`config.mk`:
```
export PLATFORM = sky130hd
export DESIGN_NAME = stx_etx_frame_parser_xor_checksum_core
export DESIGN_NICKNAME = d
export VERILOG_FILES = /design/src/rtl/core/stxetx_pkg.sv /design/src/rtl/core/stx_etx_frame_parser_xor_checksum_core.sv
export SDC_FILE = /design/constraint.sdc
export NUM_CORES = 1
export LEC_CHECK = 0
export ABC_AREA = 1
export ABC_CLOCK_PERIOD_IN_PS = 13400
export BUFFER_PORTS_ARGS = -buffer_cell sky130_fd_sc_hd__buf_2
export CAP_MARGIN = 10
export CORE_UTILIZATION = 63
export CTS_CLUSTER_DIAMETER = 150
export DETAILED_ROUTE_END_ITERATION = 12
export HOLD_SLACK_MARGIN = 0.06
export PLACE_DENSITY = 0.83
export SYNTH_ARGS = -nofsm -noshare
export SYNTH_HDL_FRONTEND = slang
export SYNTH_SLANG_ARGS = --single-unit
```
`constraint.sdc`:
```
create_clock -name i_clk -period 13.4 [get_ports i_clk]
set_clock_uncertainty 0.2 [all_clocks]
set_input_delay 2.01 -clock i_clk [delete_from_list [all_inputs] [get_ports i_clk]]
set_output_delay 2.01 -clock i_clk [all_outputs]
set_load 0.01 [all_outputs]
```
`src/rtl/core/stxetx_pkg.sv`:
```
// Types and codes shared by the STX/ETX frame parser core and its checker.
`default_nettype none

package stxetx_pkg;

    localparam logic [7:0] BYTE_STX = 8'h02;
    localparam logic [7:0] BYTE_ETX = 8'h03;
    localparam logic [7:0] BYTE_ENQ = 8'h05;
    localparam logic [7:0] BYTE_ACK = 8'h06;
    localparam logic [7:0] BYTE_NAK = 8'h15;

    localparam logic [1:0] FT_ENQ = 2'd0;
    localparam logic [1:0] FT_ACK = 2'd1;
    localparam logic [1:0] FT_NAK = 2'd2;

    localparam logic RK_PAYLOAD = 1'b0;
    localparam logic RK_STATUS  = 1'b1;

    typedef enum logic [2:0] {
        ST_OK        = 3'd0,
        ST_BAD_SUM   = 3'd1,
        ST_BAD_END   = 3'd2,
        ST_NO_FRAME  = 3'd3,
        ST_TRUNCATED = 3'd4
    } t_status;

    typedef enum logic [3:0] {
        PH_HUNT = 4'd0,
        PH_TYPE = 4'd1,
        PH_CMD  = 4'd2,
        PH_LENH = 4'd3,
        PH_LENL = 4'd4,
        PH_DATA = 4'd5,
        PH_SUM  = 4'd6,
        PH_END  = 4'd7,
        PH_DONE = 4'd8
    } t_phase;

    typedef struct packed {
        logic [7:0] in_byte;
        logic       end_of_buffer;
    } t_in_word;

    typedef struct packed {
        logic        result_kind;
        logic [7:0]  payload_byte;
        logic [15:0] payload_index;
        logic [1:0]  frame_type;
        logic [7:0]  command_code;
        t_status     status;
        logic        last;
    } t_out_word;

endpackage

`default_nettype wire

```
`src/rtl/core/stx_etx_frame_parser_xor_checksum_core.sv`:
```
// STX/ETX frame parser with XOR checksum: top level.
`default_nettype none

// Takes one receive byte per cycle and hunts for STX followed by ENQ, ACK or
// NAK, then reads command, 16-bit big-endian length, payload, XOR checksum
// and ETX. Each payload byte comes out as a payload word; the ETX position
// gives one status word (bad end marker wins over bad checksum). One frame
// is tried per buffer; end_of_buffer rearms the parser and reports no frame
// or truncated when no status was given. The frame state and the result are
// computed between the parser registers and the output register, and a new
// byte is taken each cycle the output register is empty or being drained.
module stx_etx_frame_parser_xor_checksum_core (
    input  wire                   i_clk,
    input  wire                   i_rst_n,
    input  wire                   i_in_valid,
    output logic                  o_in_ready,
    input  stxetx_pkg::t_in_word  i_in_word,
    output logic                  o_out_valid,
    input  wire                   i_out_ready,
    output stxetx_pkg::t_out_word o_out_word
);

    stxetx_pkg::t_phase    r_phase, n_phase;
    logic [1:0]            r_kind, n_kind;
    logic [7:0]            r_cmd, n_cmd;
    logic [15:0]           r_left, n_left;
    logic [15:0]           r_pos, n_pos;
    logic [7:0]            r_xor, n_xor;
    logic                  r_match, n_match;
    logic                  r_out_valid;
    stxetx_pkg::t_out_word r_out_word, n_out_word;
    logic                  n_emit;
    logic                  status_done;
    logic                  accept;
    logic [7:0]            b;

    assign b           = i_in_word.in_byte;
    assign o_in_ready  = !r_out_valid || i_out_ready;
    assign accept      = i_in_valid && o_in_ready;
    assign o_out_valid = r_out_valid;
    assign o_out_word  = r_out_word;

    always_comb begin
        n_phase     = r_phase;
        n_kind      = r_kind;
        n_cmd       = r_cmd;
        n_left      = r_left;
        n_pos       = r_pos;
        n_xor       = r_xor;
        n_match     = r_match;
        n_emit      = 1'b0;
        status_done = 1'b0;
        n_out_word  = '0;

        case (r_phase)
            stxetx_pkg::PH_HUNT: begin
                if (b == stxetx_pkg::BYTE_STX) begin
                    n_phase = stxetx_pkg::PH_TYPE;
                end
            end
            stxetx_pkg::PH_TYPE: begin
                if (b == stxetx_pkg::BYTE_ENQ || b == stxetx_pkg::BYTE_ACK ||
                    b == stxetx_pkg::BYTE_NAK) begin
                    n_kind  = (b == stxetx_pkg::BYTE_ENQ) ? stxetx_pkg::FT_ENQ :
                              (b == stxetx_pkg::BYTE_ACK) ? stxetx_pkg::FT_ACK :
                                                            stxetx_pkg::FT_NAK;
                    n_xor   = b;
                    n_phase = stxetx_pkg::PH_CMD;
                end else if (b != stxetx_pkg::BYTE_STX) begin
                    n_phase = stxetx_pkg::PH_HUNT;
                end
            end
            stxetx_pkg::PH_CMD: begin
                n_cmd   = b;
                n_xor   = r_xor ^ b;
                n_phase = stxetx_pkg::PH_LENH;
            end
            stxetx_pkg::PH_LENH: begin
                n_left  = {b, 8'h00};
                n_xor   = r_xor ^ b;
                n_phase = stxetx_pkg::PH_LENL;
            end
            stxetx_pkg::PH_LENL: begin
                n_left  = {r_left[15:8], b};
                n_xor   = r_xor ^ b;
                n_pos   = '0;
                n_phase = (n_left != 16'd0) ? stxetx_pkg::PH_DATA : stxetx_pkg::PH_SUM;
            end
            stxetx_pkg::PH_DATA: begin
                n_xor                    = r_xor ^ b;
                n_emit                   = 1'b1;
                n_out_word.result_kind   = stxetx_pkg::RK_PAYLOAD;
                n_out_word.payload_byte  = b;
                n_out_word.payload_index = r_pos;
                n_out_word.status        = stxetx_pkg::ST_OK;
                n_pos                    = r_pos + 16'd1;
                n_left                   = r_left - 16'd1;
                if (n_left == 16'd0) begin
                    n_phase = stxetx_pkg::PH_SUM;
                end
            end
            stxetx_pkg::PH_SUM: begin
                n_match = (b == r_xor);
                n_phase = stxetx_pkg::PH_END;
            end
            stxetx_pkg::PH_END: begin
                n_emit                 = 1'b1;
                status_done            = 1'b1;
                n_out_word.result_kind = stxetx_pkg::RK_STATUS;
                n_out_word.last        = 1'b1;
                n_out_word.status      = (b != stxetx_pkg::BYTE_ETX) ? stxetx_pkg::ST_BAD_END :
                                         r_match ? stxetx_pkg::ST_OK : stxetx_pkg::ST_BAD_SUM;
                n_phase                = stxetx_pkg::PH_DONE;
            end
            default: begin
            end
        endcase

        if (i_in_word.end_of_buffer) begin
            if (!status_done) begin
                if (n_phase inside {stxetx_pkg::PH_HUNT, stxetx_pkg::PH_TYPE}) begin
                    n_emit                   = 1'b1;
                    n_out_word.result_kind   = stxetx_pkg::RK_STATUS;
                    n_out_word.payload_byte  = '0;
                    n_out_word.payload_index = '0;
                    n_out_word.status        = stxetx_pkg::ST_NO_FRAME;
                    n_out_word.last          = 1'b1;
                end else if (n_phase inside {[stxetx_pkg::PH_CMD:stxetx_pkg::PH_END]}) begin
                    n_emit                   = 1'b1;
                    n_out_word.result_kind   = stxetx_pkg::RK_STATUS;
                    n_out_word.payload_byte  = '0;
                    n_out_word.payload_index = '0;
                    n_out_word.status        = stxetx_pkg::ST_TRUNCATED;
                    n_out_word.last          = 1'b1;
                end
            end
        end

        n_out_word.frame_type   = n_kind;
        n_out_word.command_code = n_cmd;

        if (i_in_word.end_of_buffer) begin
            n_phase = stxetx_pkg::PH_HUNT;
            n_kind  = '0;
            n_cmd   = '0;
            n_left  = '0;
            n_pos   = '0;
            n_xor   = '0;
            n_match = 1'b0;
        end
    end

    always_ff @(posedge i_clk) begin
        if (!i_rst_n) begin
            r_phase     <= stxetx_pkg::PH_HUNT;
            r_kind      <= '0;
            r_cmd       <= '0;
            r_left      <= '0;
            r_pos       <= '0;
            r_xor       <= '0;
            r_match     <= 1'b0;
            r_out_valid <= 1'b0;
        end else begin
            if (accept) begin
                r_phase     <= n_phase;
                r_kind      <= n_kind;
                r_cmd       <= n_cmd;
                r_left      <= n_left;
                r_pos       <= n_pos;
                r_xor       <= n_xor;
                r_match     <= n_match;
                r_out_valid <= n_emit;
            end else if (i_out_ready) begin
                r_out_valid <= 1'b0;
            end
        end
    end

    always_ff @(posedge i_clk) begin
        if (accept && n_emit) begin
            r_out_word <= n_out_word;
        end
    end

endmodule

`default_nettype wire

```
-- After elaboration in Yosys (flattened, before gate mapping)
Cells that the tools add are included.
- flip-flop bits (word level): 95
- add/subtract/negate cells: 2
- order comparisons: 2
- equality and inequality tests: 17
- multiplexer cells: 43
- bitwise operators: 1
- reduce and logical (&&, ||, !) cells: 25
- operators by type and width (cell ; number):
    25-bit two-way mux ; 4
    16-bit one-hot mux with 3 select lines ; 1
    4-bit two-way mux ; 9
    16-bit two-way mux ; 2
    8-bit two-way mux ; 4
    16-bit one-hot mux with 2 select lines ; 1
    4-bit one-hot mux with 8 select lines ; 1
    24-bit two-way mux ; 1
    16-bit by 1-bit adder with 16-bit output, second input constant ; 1
    4-bit by 3-bit equality test with 1-bit output, second input constant ; 4
    8-bit by 3-bit equality test with 1-bit output, second input constant ; 2
    16-bit zero test ; 1
    2-bit two-way mux ; 8
    8-bit by 2-bit != test with 1-bit output, second input constant ; 2
    8-bit one-hot mux with 2 select lines ; 1
    16-bit nonzero test ; 1
    16-bit by 1-bit subtractor with 16-bit output, second input constant ; 1
    1-bit two-way mux ; 11
    3-bit nonzero test ; 3
    4-bit by 1-bit equality test with 1-bit output, second input constant ; 2
    4-bit by 2-bit equality test with 1-bit output, second input constant ; 2
    8-bit by 2-bit equality test with 1-bit output, second input constant ; 1
    8-bit by 5-bit equality test with 1-bit output, second input constant ; 1
    8-bit equality test ; 1
    15 further kinds ; 25

-- Depth between registers and ports, before layout
- depth in word-level cells: 12
- depth in mapped cells: 15
- mapped depth without buffers: 15

-- Least setup slack after synthesis
OpenSTA, ideal clock, no wires.
- kind: input-to-reg
- from: input port i_out_ready
- to: register r_out_word (netlist bit o_out_word[10]) (enable)
- library setup time: 0.491 ns
- arrival time: 5.379 ns
- data required time: 12.709 ns
- slack: 7.330 ns
- stages on the path: 5
- cell sequence: inv_1 nand2_1 nand2_1 clkbuf_1 nor3b_1
- word-level cells in the longest chain between the ends: 3
- RTL lines (item ; line ; text):
    start: declaration ; stx_etx_frame_parser_xor_checksum_core.sv:19 ; input wire i_out_ready,
    1-bit logical OR ; stx_etx_frame_parser_xor_checksum_core.sv:38 ; assign o_in_ready = !r_out_valid || i_out_ready;
    net o_in_ready ; stx_etx_frame_parser_xor_checksum_core.sv:16 ; output logic o_in_ready,
    1-bit logical AND ; stx_etx_frame_parser_xor_checksum_core.sv:39 ; assign accept = i_in_valid && o_in_ready;
    1-bit logical AND ; stx_etx_frame_parser_xor_checksum_core.sv:180 ; if (accept && n_emit) begin
    end signal: assignment ; stx_etx_frame_parser_xor_checksum_core.sv:181 ; r_out_word <= n_out_word;
    end: declaration ; stx_etx_frame_parser_xor_checksum_core.sv:31 ; stxetx_pkg::t_out_word r_out_word, n_out_word;
The timed path passes the listed nets, and every way through them passes these cells.
A chain may end at the register's enable or synchronous reset.

-- Final worst setup path
- from: input port i_out_ready
- to: output port o_in_ready
- word-level cells in the longest chain between the ends: 1
- RTL lines (item ; line):
    1-bit logical OR ; stx_etx_frame_parser_xor_checksum_core.sv:38
    end: declaration ; stx_etx_frame_parser_xor_checksum_core.sv:16
Every way passes these cells.

==> impl_metrics.tcl <==
set metrics [dict create \
    grt_pass1_wl_mm 19.0 \
    drt_iter0_drc 354 \
    htree_levels 3 \
    rows 31 \
    hp-start "r_cmd[4]" \
    numCtsBuffers 9 \
    placed_area_um2 5110 \
    r2r-start "r_phase[3]" \
    cts_hold_buf 0 \
    cts-root-buf "clkbuf_8" \
    rsz0062_at_grt "false" \
    postLayoutCellArea_um2 5330 \
    grt_usage 0.317 \
    synthCells 625 \
    mappedNetlistArea_um2 4810 \
    ys_types 42 \
    setup_tns_ns 0 \
    slew_headroom 0.284 \
    chipWidth_um 89.4 \
    nNetsFinal 684 \
    grt.overflow.total 0 \
    yosys_most_used_dff "dfxtp_1" \
    post-route-drc-count 0 \
    synth_edf_count 38 \
    detail_route.wl_per_cell_um 15.4 \
    syn_avg_cell_area_um2 7.70 \
    area_growth_pct 10.8 \
    yosysTopAreaCell "edfxtp_1" \
    critical_path.startpoint "i_out_ready" \
    die_y_um 89.4 \
    fin_crit_ns 4.57 \
    start_util 0.656 \
    critPathLaunchType "primary input" \
    crit_fanout 3 \
    die-area_um2 7990 \
    hold_class "reg -> reg" \
    ys_ff_latch 94 \
    pin_count 54 \
    r2r_slack_ns 10.56 \
    outcome "complete, no violations" \
    dp.cells 755 \
    p_leak_uw 0.00215 \
    cts_tree "yes" \
    ir_worst_vdd_mv 0.0656 \
    clkSinkCount 94 \
    ant_nets 0 \
    critPathArrivalTime_ns 2.36 \
    synth-seq-area-share 0.470 \
    yosysMostFrequentCell "nand2_1" \
    grt_start_max_net_pins 40 \
    synth_commonest_cells "157 x nand2_1, 63 x nor2_1, 58 x inv_1, 56 x dfxtp_1, 52 x a21oi_1" \
    dr.pass1.iters 5 \
    dpl.hpwl_mm 8.45 \
    finalSetupViolCount 0 \
    synth_top_cell_area_share 0.237 \
    fin_cells 772 \
    fmax_mhz 219 \
    worstSetupPathType "in -> out" \
    gp_congestion 0.951 \
    cts_buffer_depth 2 \
    cp-end-kind "output port" \
    vias 4464 \
    finalWorstSetupSlack_ns 8.83 \
    dp_slack_ns 8.32 \
    cts.clk_slew.worst_paths_ns 0.10 \
    layout-drive-gt1-share 0.152 \
    drv_slew 0 \
    cap_violations 0 \
    syn_nets 641 \
    worst_pin_slew_ns 1.07 \
    grt_pass1_vias 3977 \
    final-hold-violation-count 0 \
    post_cts_buffers 0 \
    async_flop_share 0 \
    clk_latency_ns 0.36 \
    cts_resized 0 \
    coreArea_um2 7330 \
    numPortBuffers 53 \
    via_per_inst 5.78 \
    cp.required_ns 11.19 \
    timing.final.crit_share 0.341 \
    synth_warnings 0 \
    synthTopCellsByArea "edfxtp_1 24%, dfxtp_1 23%, nand2_1 12%" \
    fillers 592 \
    num_antenna_cells 0 \
    antenna_found_initial 0 \
    wirelength_mm 11.9 \
    cellPowerDensity_nw_per_um2 103 \
]
## worst paths after layout
check,to,cells past startpoint
worst max-delay path,o_in_ready,4
worst min-delay path,r_cmd[4],2
worst max register to register,o_out_word[13],8
worst min register to register,r_cmd[4],2
## routing by layer
layer / wire, um / GRT usage
met5: 0 / 0
met4: 240 / 0.111
met3: 915 / 0.0572
met2: 5510 / 0.501
met1: 5260 / 0.437
## power breakdown
group          switching, uW  leakage (uW)  total (uW)  internal [uW]
clock                    110      0.000101         200           90.4
combinational           33.4       0.00124        46.3           12.9
sequential              2.46      0.000817         305            302
total                    146       0.00215         551            406
## flip-flops by register name, indices dropped and copies added (netlist names), 2 cells and up
signal / count
r_left: 16
r_cmd: 8
o_out_word: 38
r_xor: 8
r_pos: 16
r_kind: 2
r_phase: 4
## metrics by stage
| stage | hold WS [ns] | total power [uW] | utilization |
|---|---|---|---|
| after CTS | 0.271 | 551 | 0.727 |
| after detailed placement | 0.257 | 357 | 0.698 |
| after global routing | 0.300 | 571 | 0.728 |
| after global placement | 0.251 | 355 | 0.698 |
| after floorplan | 0.242 | 342 | - |
| final | 0.273 | 551 | 0.728 |
## worst max-delay path: stages
cell and delay (ns):
buf_2 0.10, inv_1 0.04, nand2_1 0.07, buf_2 0.15
## area by class of cell
class,count,area [um^2],area share
Clock buffer,9,124,0.0232
Clock inverter,7,90.1,0.0169
Inverter,66,248,0.0464
Multi-Input combinational cell,442,2210,0.414
Sequential cell,94,2260,0.424
Tap cell,99,124,0.0232
Timing Repair Buffer,55,278,0.0521
## cell usage in the layout (no fill, tap or decap), drive strengths merged, types with 7 or more instances in the layout
master | synthesis | routed
nand3 | 23 | 23
o21ai | 35 | 35
buf | 9 | 55
edfxtp | 38 | 38
dfxtp | 56 | 56
nand2 | 161 | 161
clkbuf | 14 | 9
o22ai | 7 | 7
a21oi | 53 | 53
nor2 | 70 | 70
nor3 | 38 | 38
inv | 65 | 68
xor2 | 9 | 9
## logic make-up after synthesis
kind of cell	synth area share
buf+inv	0.0720
compound gates	0.146
xor+xnor	0.0218
fa+ha+maj	0.00780
simple gates	0.282
flops	0.470
Note: power is estimated with default switching activity, not from simulation.
